===== config.mk =====
export PLATFORM = sky130hd
export DESIGN_NAME = entity_metadata_list_parser
export DESIGN_NICKNAME = d
export VERILOG_FILES = /design/src/hdl/eml_pkg.sv /design/src/hdl/entity_metadata_list_parser.sv
export SDC_FILE = /design/constraint.sdc
export NUM_CORES = 1
export LEC_CHECK = 0
export BUFFER_PORTS_ARGS = -buffer_cell sky130_fd_sc_hd__buf_2
export CORE_MARGIN = 5
export CORE_UTILIZATION = 59
export CTS_BUF_LIST = sky130_fd_sc_hd__clkbuf_16
export CTS_CLUSTER_SIZE = 25
export DETAILED_ROUTE_END_ITERATION = 8
export GPL_TIMING_DRIVEN = 0
export HOLD_SLACK_MARGIN = 0.06
export PLACE_DENSITY_LB_ADDON = 0.1
export SLEW_MARGIN = 20
export SYNTH_ARGS = -nofsm -noshare
export SYNTH_HDL_FRONTEND = slang
export SYNTH_SLANG_ARGS = --single-unit

===== constraint.sdc =====
create_clock -name clk -period 3.1 [get_ports clk]
set_input_delay 0.465 -clock clk [delete_from_list [all_inputs] [get_ports clk]]
set_output_delay 0.465 -clock clk [all_outputs]
set_load 0.05 [all_outputs]

===== src/hdl/eml_pkg.sv =====
// shared types and constants for the metadata list parser
`timescale 1ns / 1ps

package eml_pkg;

  localparam logic [7:0] END_MARK    = 8'h7f;
  localparam logic [2:0] STRING_TYPE = 3'd4;

  typedef enum logic [2:0] {
    ROLE_HEADER  = 3'd0,
    ROLE_LEN_LO  = 3'd1,
    ROLE_LEN_HI  = 3'd2,
    ROLE_PAYLOAD = 3'd3,
    ROLE_TERM    = 3'd4,
    ROLE_IGNORED = 3'd5
  } role_t;

  typedef enum logic [2:0] {
    PH_HEADER  = 3'd0,
    PH_LEN_LO  = 3'd1,
    PH_LEN_HI  = 3'd2,
    PH_PAYLOAD = 3'd3,
    PH_DONE    = 3'd4
  } phase_t;

  // payload length per entry type; the string type carries its own length
  function automatic logic [15:0] fixed_size(input logic [2:0] etype);
    logic [15:0] size;
    case (etype)
      3'd0:    size = 16'd1;
      3'd1:    size = 16'd2;
      3'd2:    size = 16'd4;
      3'd3:    size = 16'd4;
      3'd5:    size = 16'd5;
      3'd6:    size = 16'd12;
      3'd7:    size = 16'd8;
      default: size = 16'd0;
    endcase
    return size;
  endfunction

endpackage


===== src/hdl/entity_metadata_list_parser.sv =====
// metadata list parser: classifies each byte of a tagged metadata list
// Usage:
//   in_*  : one list byte per item; in_tuser marks the first byte of a new
//           list (parser restarts there), in_tlast marks the packet's last byte.
//   out_* : one result per input item, in order. out_tdata holds the byte
//           role and the entry type, out_tlast is high on the terminator
//           byte, out_tuser is high when the packet ended before the
//           terminator.
// Pipeline: each item passes through the input register, then the result
// register; a low out_tready can hold an item in the input register.
// Throughput: one item per cycle while out_tready is high; the parse state
// (phase, remaining payload count, length low byte, entry type) is updated
// once per item, with at most one decrement of the remaining count.
// Reset: rst_n low clears both pipeline valids and puts the parser in the
// expect-header phase.
// Stall: when out_tready is low the result holds; the input register still
// takes one more item, after which in_tready drops until the result drains.
`timescale 1ns / 1ps

module entity_metadata_list_parser (
  input  logic       clk,
  input  logic       rst_n,
  input  logic       in_tvalid,
  output logic       in_tready,
  input  logic [7:0] in_tdata,   // [7:0] data_byte
  input  logic       in_tuser,   // start_list
  input  logic       in_tlast,   // last_byte
  output logic       out_tvalid,
  input  logic       out_tready,
  output logic [7:0] out_tdata,  // [2:0] byte_role, [5:3] entry_type, [7:6] zero
  output logic       out_tlast,  // list_done
  output logic       out_tuser   // truncated
);

  // input register
  logic       s1_v_r;
  logic [7:0] s1_byte_r;
  logic       s1_start_r;
  logic       s1_last_r;

  // parse state
  eml_pkg::phase_t phase_r, phase_nxt;
  logic [15:0]     left_r, left_nxt;
  logic [7:0]      len_lo_r, len_lo_nxt;
  logic [2:0]      type_r, type_nxt;

  // result register
  logic            out_v_r;
  eml_pkg::role_t  role_r, role_nxt;
  logic [2:0]      etype_r, etype_nxt;
  logic            done_r, done_nxt;
  logic            trunc_r, trunc_nxt;

  logic            s1_adv;
  logic            was_done;
  eml_pkg::phase_t ph_base;
  logic [15:0]     left_base;
  logic [7:0]      len_lo_base;
  logic [2:0]      type_base;
  logic [15:0]     str_len;

  assign s1_adv    = s1_v_r && (!out_v_r || out_tready);
  assign in_tready = !s1_v_r || s1_adv;

  always_comb begin
    // a start byte restarts the parser before it is classified
    ph_base     = s1_start_r ? eml_pkg::PH_HEADER : phase_r;
    left_base   = s1_start_r ? 16'd0 : left_r;
    len_lo_base = s1_start_r ? 8'd0 : len_lo_r;
    type_base   = s1_start_r ? 3'd0 : type_r;
    str_len     = {s1_byte_r, len_lo_base};

    phase_nxt  = ph_base;
    left_nxt   = left_base;
    len_lo_nxt = len_lo_base;
    type_nxt   = type_base;
    role_nxt   = eml_pkg::ROLE_IGNORED;
    etype_nxt  = 3'd0;
    done_nxt   = 1'b0;
    was_done   = 1'b0;

    case (ph_base)
      eml_pkg::PH_HEADER: begin
        if (s1_byte_r == eml_pkg::END_MARK) begin
          role_nxt  = eml_pkg::ROLE_TERM;
          done_nxt  = 1'b1;
          phase_nxt = eml_pkg::PH_DONE;
        end else begin
          type_nxt  = s1_byte_r[7:5];
          role_nxt  = eml_pkg::ROLE_HEADER;
          etype_nxt = s1_byte_r[7:5];
          if (s1_byte_r[7:5] == eml_pkg::STRING_TYPE) begin
            phase_nxt = eml_pkg::PH_LEN_LO;
          end else begin
            left_nxt  = eml_pkg::fixed_size(s1_byte_r[7:5]);
            phase_nxt = eml_pkg::PH_PAYLOAD;
          end
        end
      end
      eml_pkg::PH_LEN_LO: begin
        len_lo_nxt = s1_byte_r;
        role_nxt   = eml_pkg::ROLE_LEN_LO;
        etype_nxt  = type_base;
        phase_nxt  = eml_pkg::PH_LEN_HI;
      end
      eml_pkg::PH_LEN_HI: begin
        role_nxt  = eml_pkg::ROLE_LEN_HI;
        etype_nxt = type_base;
        // empty string goes straight back to the next header
        if (str_len == 16'd0) begin
          phase_nxt = eml_pkg::PH_HEADER;
        end else begin
          left_nxt  = str_len;
          phase_nxt = eml_pkg::PH_PAYLOAD;
        end
      end
      eml_pkg::PH_PAYLOAD: begin
        role_nxt  = eml_pkg::ROLE_PAYLOAD;
        etype_nxt = type_base;
        if (left_base <= 16'd1) begin
          left_nxt  = 16'd0;
          phase_nxt = eml_pkg::PH_HEADER;
        end else begin
          left_nxt = left_base - 16'd1;
        end
      end
      default: begin
        was_done = 1'b1;
      end
    endcase

    trunc_nxt = s1_last_r && !was_done && (phase_nxt != eml_pkg::PH_DONE);
  end

  always_ff @(posedge clk) begin
    if (!rst_n) begin
      s1_v_r   <= 1'b0;
      out_v_r  <= 1'b0;
      phase_r  <= eml_pkg::PH_HEADER;
      left_r   <= 16'd0;
      len_lo_r <= 8'd0;
      type_r   <= 3'd0;
    end else begin
      if (in_tvalid && in_tready) begin
        s1_v_r <= 1'b1;
      end else if (s1_adv) begin
        s1_v_r <= 1'b0;
      end
      if (s1_adv) begin
        out_v_r  <= 1'b1;
        phase_r  <= phase_nxt;
        left_r   <= left_nxt;
        len_lo_r <= len_lo_nxt;
        type_r   <= type_nxt;
      end else if (out_tready) begin
        out_v_r <= 1'b0;
      end
    end
  end

  always_ff @(posedge clk) begin
    if (in_tvalid && in_tready) begin
      s1_byte_r  <= in_tdata;
      s1_start_r <= in_tuser;
      s1_last_r  <= in_tlast;
    end
    if (s1_adv) begin
      role_r  <= role_nxt;
      etype_r <= etype_nxt;
      done_r  <= done_nxt;
      trunc_r <= trunc_nxt;
    end
  end

  assign out_tvalid = out_v_r;
  assign out_tdata  = {2'b00, etype_r, role_r};
  assign out_tlast  = done_r;
  assign out_tuser  = trunc_r;

endmodule


### After elaboration in Yosys (flattened, before gate mapping)

Cells that the tools add are included.

| word-level totals | value |
|---|---|
| word-level logic and storage cells | 70 |
| bits in registers | 50 |
| input port bits | 14 |

| operators by class | value |
|---|---|
| $lt $le $gt $ge | 1 |
| $add $sub $neg | 1 |
| reductions and logical operators | 16 |
| equality and inequality tests | 12 |
| muxes and demuxes | 27 |

Operators by type and width:

| kind | count |
|---|---|
| $mux W16 | 5 |
| $pmux W16 S3 | 1 |
| $mux W3 | 8 |
| $pmux W3 S4 | 2 |
| $pmux W4 S6 | 1 |
| $le A16 B1 Y1 const B | 1 |
| $logic_not A16 Y1 | 1 |
| $mux W8 | 2 |
| $sub A16 B1 Y16 const B | 1 |
| $eq A3 B2 Y1 const B | 4 |
| $eq A3 B3 Y1 const B | 4 |
| $eq A8 B7 Y1 const B | 1 |
| $eq A3 B1 Y1 const B | 2 |
| $logic_not A3 Y1 | 2 |
| $pmux W3 S2 | 1 |
| $mux W1 | 5 |
| $logic_and A1 B1 Y1 | 4 |
| $mux W2 | 2 |
| $reduce_bool A2 Y1 | 2 |
| $reduce_or A4 Y1 | 1 |
| $ne A3 B3 Y1 const B | 1 |
| $reduce_or A3 Y1 | 1 |
| $logic_not A1 Y1 | 2 |
| $logic_or A1 B1 Y1 | 2 |
| $reduce_or A2 Y1 | 1 |

### Longest topological paths before layout

Gate-level depths: netlist of run 1.

| depth | value |
|---|---|
| depth in word-level cells | 6 |
| depth in mapped cells | 12 |

### Worst setup path before layout of run 1

OpenSTA, ideal clock, no wires.

| timing | value |
|---|---|
| path kind | register to register |
| from | register s1_start_r |
| to | register left_r[8] |
| path buffers | 2 |
| arrival | 2.466 ns |
| cell stages (with the launch flop) | 12 |
| setup slack | 0.518 ns |
| period minus slack after synthesis | 2.582 ns |
| cell sequence | edfxtp_1 -> clkbuf_1 -> buf_1 -> nor2b_1 -> inv_1 -> ha_1 -> inv_1 -> nor4b_1 -> o22ai_1 -> a221oi_2 -> o2111ai_1 -> a31o_1 |

| on the way | value |
|---|---|
| word-level cells in the longest chain between the ends | 4 |
| elaborated cells on any way between the ends | 14 |
| classes of those cells | 1 x add/sub; 1 x order compare; 2 x eq/ne; 8 x mux; 2 x reduce/logical |

RTL lines:

| what | RTL line | text |
|---|---|---|
| from (decl) | entity_metadata_list_parser.sv:38 | `logic s1_start_r;` |
| from (signal assigned) | entity_metadata_list_parser.sv:164 | `s1_start_r <= in_tuser;` |
| $mux W16 / $mux W8 (equally long branches) | entity_metadata_list_parser.sv:68, entity_metadata_list_parser.sv:69 |  |
| $sub A16 B1 Y16 (tied with other cells) | entity_metadata_list_parser.sv:124 | `left_nxt = left_base - 16'd1;` |
| $mux W16 (on tied branches) | entity_metadata_list_parser.sv:120, entity_metadata_list_parser.sv:84, entity_metadata_list_parser.sv:110 |  |
| $pmux W16 S3 (*) | entity_metadata_list_parser.sv:82 | `case (ph_base)` |
| to (signal assigned) | entity_metadata_list_parser.sv:152 | `left_r <= left_nxt;` |
| to (decl) | entity_metadata_list_parser.sv:43 | `logic [15:0] left_r, left_nxt;` |

Every way passes the cells marked *; elsewhere a longest branch is shown, timed or not.
A chain may end at the register's enable or synchronous reset.

### Worst setup path after layout of run 1

Ends and elaborated chain as after synthesis.

==> results of run 1 <==
==> kinds of logic after synthesis <==
group	count (synthesis)	synth area share
other	1	0.00139
adders and majority gates	2	0.00927
xor gates and xnor gates	7	0.0227
DFF	50	0.438
and+or+nand+nor	110	0.234
buffers and inverters	26	0.0445
AOI/OAI and AO/OA	98	0.251
==> layer usage <==
| layer | GRT usage | vias to the layer above |
|---|---|---|
| met3 | 0.0706 | 18 |
| met4 | 0.0739 | 0 |
| li1 | - | 1166 |
| met1 | 0.343 | 1161 |
| met2 | 0.374 | 157 |
| met5 | 0 | - |
==> what timing repair did <==
action                     CTS  global route
pin swaps                    0             0
setup buffers                0             0
cloned                       0             0
hold buffers                 0             0
setup endpoints to repair    1            12
gates resized for setup      1             3
==> worst max path at each step <==
| stage | start | endpoint | slack, ns | depth (start not counted) |
|---|---|---|---|---|
| 2_1_floorplan | s1_start_r$_DFFE_PP_ | left_r[8]$_SDFFE_PN0P_ | 0.52 | 11 |
| 3_3_place_gp | s1_start_r$_DFFE_PP_ | left_r[8]$_SDFFE_PN0P_ | -0.14 | 11 |
| 3_5_place_dp | s1_start_r$_DFFE_PP_ | left_r[8]$_SDFFE_PN0P_ | -0.15 | 11 |
| 4_1_cts | s1_start_r$_DFFE_PP_ | left_r[8]$_SDFFE_PN0P_ | 0.03 | 11 |
| 5_1_grt | s1_start_r$_DFFE_PP_ | left_r[8]$_SDFFE_PN0P_ | 0.02 | 11 |
| 6_report | s1_start_r$_DFFE_PP_ | left_r[8]$_SDFFE_PN0P_ | 0.18 | 11 |
==> cell usage in the layout, fill, tap and decap left out, types with 9 or more instances in the layout <==
master / count
dfxtp_1: 32
a22oi_1: 16
edfxtp_1: 18
nor2b_1: 23
clkbuf_1: 9
nor2_1: 18
buf_2: 30
nand2_1: 19
nor3_1: 9
o21ai_0: 25
a21oi_1: 12
==> metrics by stage <==
stage,hold WS [ns],instance area [sq um]
finish,0.350,3050
global route,0.344,3050
CTS,0.345,3050
detailed placement,0.503,2880
global placement,0.496,2880
floorplan,0.476,2700
==> flip-flops by register name, indices dropped and copies added (netlist names) <==
signal	cells
type_r	3
out_tvalid	1
etype_r	3
s1_byte_r	8
out_tlast	1
out_tuser	1
s1_last_r	1
phase_r	3
s1_start_r	1
len_lo_r	8
s1_v_r	1
left_r	16
role_r	3
==> cell usage after synthesis (5+ instances only) <==
master     instances
dfxtp_1           32
o21ai_0           25
nor2b_1           23
nand2_1           19
edfxtp_1          18
nor2_1            18
a22oi_1           16
a21oi_1           12
clkbuf_1          10
nor3_1             9
a32oi_1            6
buf_2              6
inv_1              6
nand3_1            6
nor4_1             6
a31oi_1            5
o2bb2ai_1          5
==> report_power, final <==
group,leakage (nW),switching [mW],internal (mW)
Combinational,0.623,0.151,0.0828
Clock,0.0864,0.233,0.375
Sequential,0.431,0.0232,0.706
==> cell type report <==
| class | instances | area (sq um) |
|---|---|---|
| Tap cell | 52 | 65.1 |
| Timing Repair Buffer | 23 | 115 |
| Clock buffer | 5 | 125 |
| Sequential cell | 50 | 1180 |
| Clock inverter | 3 | 37.5 |
| Buffer | 20 | 100 |
| Inverter | 6 | 22.5 |
| Multi-Input combinational cell | 219 | 1400 |
| Fill cell | 352 | 1330 |
==> out/qor.yml, run 1 <==
numCtsBuffers: 5
max_stage_delay_ns: 0.43
peakVddDrop_mv: 0.365
hold_class: "primary input to register"
dp_cells: 370
cp_cell_sequence: "clkbuf_2 > buf_2 > nor2b_1 > inv_1 > ha_2 > inv_1 > nor4b_1 > o22ai_1 > a221oi_2 > o2111ai_1 > a31o_1"
worst_slew_pin_slew_ns: 0.671
numClockSinks: 50
slew_violations: 0
die_area_sq_mm: 0.00603
die_w_um: 77.6
gr-total-overflow: 0
cp-start-kind: "register"
antenna_found_initial: 0
cellLeakagePower_nw: 1.14
holdPathStages: 1
holdPathEnd: "s1_last_r$_DFFE_PP_"
synth_cell_types: 56
core-area_sq_mm: 0.00438
reg2reg_to: "left_r[8]$_SDFFE_PN0P_"
netlist_instances: 294
r2r_slack_ns: 0.18
instances_no_fill: 378
diodes: 0
drcViolationCount: 0
grt_pass1_wl_um: 11900
synth-seq-cells: 50
wirelength_um: 7120
top_layer: "met4"
cp.arrival_ns: 3.10
clkLatencyLatePin_ns: 0.29
drt_pass1_iterations: 8
tns_ns: 0
synth.top_cell.area_share: 0.237
ant_nets: 0
num_rows: 24
cap_viol_max_count: 0
final.setup.worst_slack_ns: 0.185
groute.usage.overall: 0.247
setup_viol: 0
fin_nets: 341
critPathKind: "register to register"
status: "complete, no violations"
grt_max_degree: 18
cts-htree-levels: 2
yosys_most_used_dff: "dfxtp_1"
utilization: 0.696
crit_path_frequent_cell: "inv_1"
crit_slowest_cell: "edfxtp_1"
synth_edf_count: 18
gp_congestion: 0.953
syn2layout_area_growth_pct: 13.0
synthTopCellsByArea: "dfxtp_1 (24%), edfxtp_1 (20%), nor2b_1 (5.3%)"
min_period_ns: 2.92
clock_path_buffers: 2
rsz0062_at_grt: "no"
reg2reg_from: "s1_start_r$_DFFE_PP_"
worstPathRequired_ns: 3.28
fmax_mhz: 343
grt_pass1_vias: 2337
drt-vias-per-instance: 6.62
pre_cts_ws_ns: -0.145
syn_area_sq_mm: 0.00270
dr_wl_met3_um: 845
worst-path-max-fanout: 10
avgSynthCellArea_sq_um: 9.18
ys.warnings.count: 0
clkTransAtPathRegs_ns: 0.07
path_buf_inv: 4
ys_seq_area_frac: 0.438
vias: 2502
fin_total_pwr_mw: 1.57
cts-root-buf: "clkbuf_16"
drive_above_1_share: 0.156
synthArstFlopShare: 0
relSlewSlack: 0.551
met1Wirelength_um: 2980
avgRoutedWirePerCell_um: 18.8
drt_iter0_drc: 512
r2r_cells: 11
cts_tree: "built"
finalHoldViolCount: 0
start_util: 0.616
die_h_um: 77.6
worst_clock_skew_ns: 0.00492
p_per_area_mw_per_mm2: 515
cp_top_family: "compound AO/OA/AOI/OAI gates"
post-route-period-util: 0.940
wl_met2_um: 3130
crit_path_end_kind: "register"
io_buffers: 23
io_pins: 26
synth_top_area_cell: "dfxtp_1"
dpl.hpwl_um: 4880
worstHoldStart: "in_tlast"
Power figures use the tool's default switching activity.
==> run 2, diff against run 1 <==
--- a/config.mk
+++ b/config.mk
@@ -7,8 +7,8 @@
 export LEC_CHECK = 0
 export BUFFER_PORTS_ARGS = -buffer_cell sky130_fd_sc_hd__buf_2
 export CORE_MARGIN = 5
-export CORE_UTILIZATION = 59
-export CTS_BUF_LIST = sky130_fd_sc_hd__clkbuf_16
+export CORE_UTILIZATION = 60
+export CTS_BUF_LIST = sky130_fd_sc_hd__clkbuf_2 sky130_fd_sc_hd__clkbuf_4 sky130_fd_sc_hd__clkbuf_8
 export CTS_CLUSTER_SIZE = 25
 export DETAILED_ROUTE_END_ITERATION = 8
 export GPL_TIMING_DRIVEN = 0
==> run 2 against run 1 <==
Register-to-register slack better by 0.06 ns; total power down 8.9%; via count fell by 4.6%; utilization is 0.64 points lower; sequential share of layout area rose by 0.63 points; non-clock buffer count is the same; worst hold slack got worse by 0.015 ns; first-iteration DRC count is 34% lower; critical path type unchanged.
==> out/qor.yml, run 2 (same netlist as run 1, synthesis figures left out) <==
grt_pass1_vias: 2183  # -6.6%
fin_nets: 341  # unchanged
core-area_sq_mm: 0.00435  # -0.68%
post-route-period-util: 0.923  # -0.0178
critPathKind: "register to register"
numClockSinks: 50  # unchanged
io_buffers: 23  # unchanged
worst_slew_pin_slew_ns: 0.654  # -0.0173 ns
cellLeakagePower_nw: 1.12  # -2.3%
r2r_cells: 11  # unchanged
cts-root-buf: "clkbuf_8"
clkTransAtPathRegs_ns: 0.10  # +0.03 ns
dpl.hpwl_um: 4780  # -2.2%
worst-path-max-fanout: 10  # unchanged
worst_clock_skew_ns: 0.0180  # +0.0130 ns
wirelength_um: 6710  # -5.7%
slew_violations: 0  # unchanged
drcViolationCount: 0  # unchanged
cap_viol_max_count: 0  # unchanged
num_rows: 24  # unchanged
drt-vias-per-instance: 6.31  # -4.6%
instances_no_fill: 378  # unchanged
top_register: "left_r"
drt_iter0_drc: 338  # -34%
worstPathRequired_ns: 3.32  # +0.04 ns
cp.arrival_ns: 3.08  # -0.02 ns
die_area_sq_mm: 0.00594  # -1.5%
peakVddDrop_mv: 0.278  # -24%
die_h_um: 77.1  # -0.73%
relSlewSlack: 0.563  # +0.0115
clkLatencyLatePin_ns: 0.31  # +0.02 ns
cts-htree-levels: 2  # unchanged
worstHoldStart: "in_tdata[0]"
cts_tree: "built"
avgRoutedWirePerCell_um: 17.8  # -5.7%
finalHoldViolCount: 0  # unchanged
io_pins: 26  # unchanged
crit_path_end_kind: "register"
crit_end: "left_r[8]$_SDFFE_PN0P_"
r2r_slack_ns: 0.24  # +0.06 ns
diodes: 0  # unchanged
rsz0062_at_grt: "no"
start_util: 0.620  # +0.00425
final_common_cell: "dfxtp_1"
gr-total-overflow: 0  # unchanged
cts_setup_buffers: 0  # unchanged
grt_max_degree: 18  # unchanged
final_cell_mix: "dfxtp_1 (32), buf_2 (30), o21ai_0 (25)"
ant_nets: 0  # unchanged
tns_ns: 0  # unchanged
ctsHoldBuffers: 0  # unchanged
min_period_ns: 2.86  # -0.0552 ns
cp-start-kind: "register"
status: "complete, no violations"
final_cell_area_sq_mm: 0.00300  # -1.6%
p_per_area_mw_per_mm2: 477  # -7.5%
largest_reg_flops: 16  # unchanged
crit_start: "s1_start_r$_DFFE_PP_"
grt_pass1_wl_um: 10900  # -8.4%
drive_above_1_share: 0.163  # +0.00613
largestRegisters: "left_r: 16 flops, len_lo_r: 8 flops, s1_byte_r: 8 flops"
groute.usage.overall: 0.227  # -0.0203
setup_viol: 0  # unchanged
hold_class: "primary input to register"
die_w_um: 77.1  # -0.73%
numCtsBuffers: 5  # unchanged
syn2layout_area_growth_pct: 11.2
fmax_mhz: 350  # +1.9%
reg2reg_to: "left_r[8]$_SDFFE_PN0P_"
n_fill_cell: 352  # unchanged
drt_pass1_iterations: 5  # -3
vias: 2387  # -4.6%
clock_path_buffers: 2  # unchanged
gp_congestion: 0.936  # -1.7%
antenna_found_initial: 0  # unchanged
dp_cells: 370  # unchanged
reg2reg_from: "s1_start_r$_DFFE_PP_"
placed_cell_area_sq_mm: 0.00288  # unchanged
[run 2: cell type report]
cell class	count	area, sq um	area share
Multi-Input combinational cell	219	1400	0.468
Tap cell	52	65.1	0.0217
Clock inverter	1	30.0	0.0100
Clock buffer	7	83.8	0.0279
Buffer	20	100	0.0333
Inverter	6	22.5	0.00750
Sequential cell	50	1180	0.393
Timing Repair Buffer	23	115	0.0383
[run 2: through the flow]
| step | power, mW | setup slack [ns] | hold WS (ns) | util |
|---|---|---|---|---|
| 2_1_floorplan | 0.909 | 0.518 | 0.476 | - |
| 3_3_place_gp | 0.963 | -0.144 | 0.493 | 0.662 |
| 3_5_place_dp | 0.967 | -0.134 | 0.496 | 0.662 |
| 4_1_cts | 1.43 | 0.0814 | 0.332 | 0.689 |
| 5_1_grt | 1.49 | 0.00128 | 0.320 | 0.689 |
| 6_report | 1.43 | 0.240 | 0.335 | 0.689 |
[run 2: repair_timing]
action	in CTS	in global routing
gates resized for setup	1	3
setup endpoints to repair	1	3
gates cloned	0	0
[run 2: worst min-delay path by stage]
stage,to,cells after the start
2_1_floorplan,type_r[0]$_SDFFE_PN0P_,2
3_3_place_gp,out_tvalid$_SDFFE_PN0P_,1
3_5_place_dp,out_tvalid$_SDFFE_PN0P_,1
4_1_cts,s1_start_r$_DFFE_PP_,1
5_1_grt,s1_byte_r[7]$_DFFE_PP_,1
6_report,s1_byte_r[0]$_DFFE_PP_,1
[run 2: power by group]
part           total, mW  leakage (nW)  switching, mW  internal (mW)
combinational      0.231         0.624          0.148         0.0828
sequential         0.728         0.431         0.0223          0.705
clock              0.472        0.0593          0.213          0.259
total               1.43          1.11          0.384           1.05
[run 2: critical path, stage by stage, from the launching register on]
cell and delay (ns):
edfxtp_1 0.42, clkbuf_2 0.26, buf_2 0.29, nor2b_2 0.11, inv_1 0.07, ha_1 0.30
inv_1 0.20, nor4b_1 0.28, o22ai_1 0.16, a221oi_2 0.28, o2111ai_1 0.16, a31o_1 0.24
[run 2: per-layer routing]
metal / vias to the layer above / routed length [um] / share of wire / track usage
met5: - / 0 / 0 / 0
met4: 0 / 115 / 0.017 / 0.0739
met1: 1071 / 2980 / 0.44 / 0.328
met2: 133 / 2960 / 0.44 / 0.334
met3: 17 / 658 / 0.098 / 0.0515
li1: 1166 / - / - / -
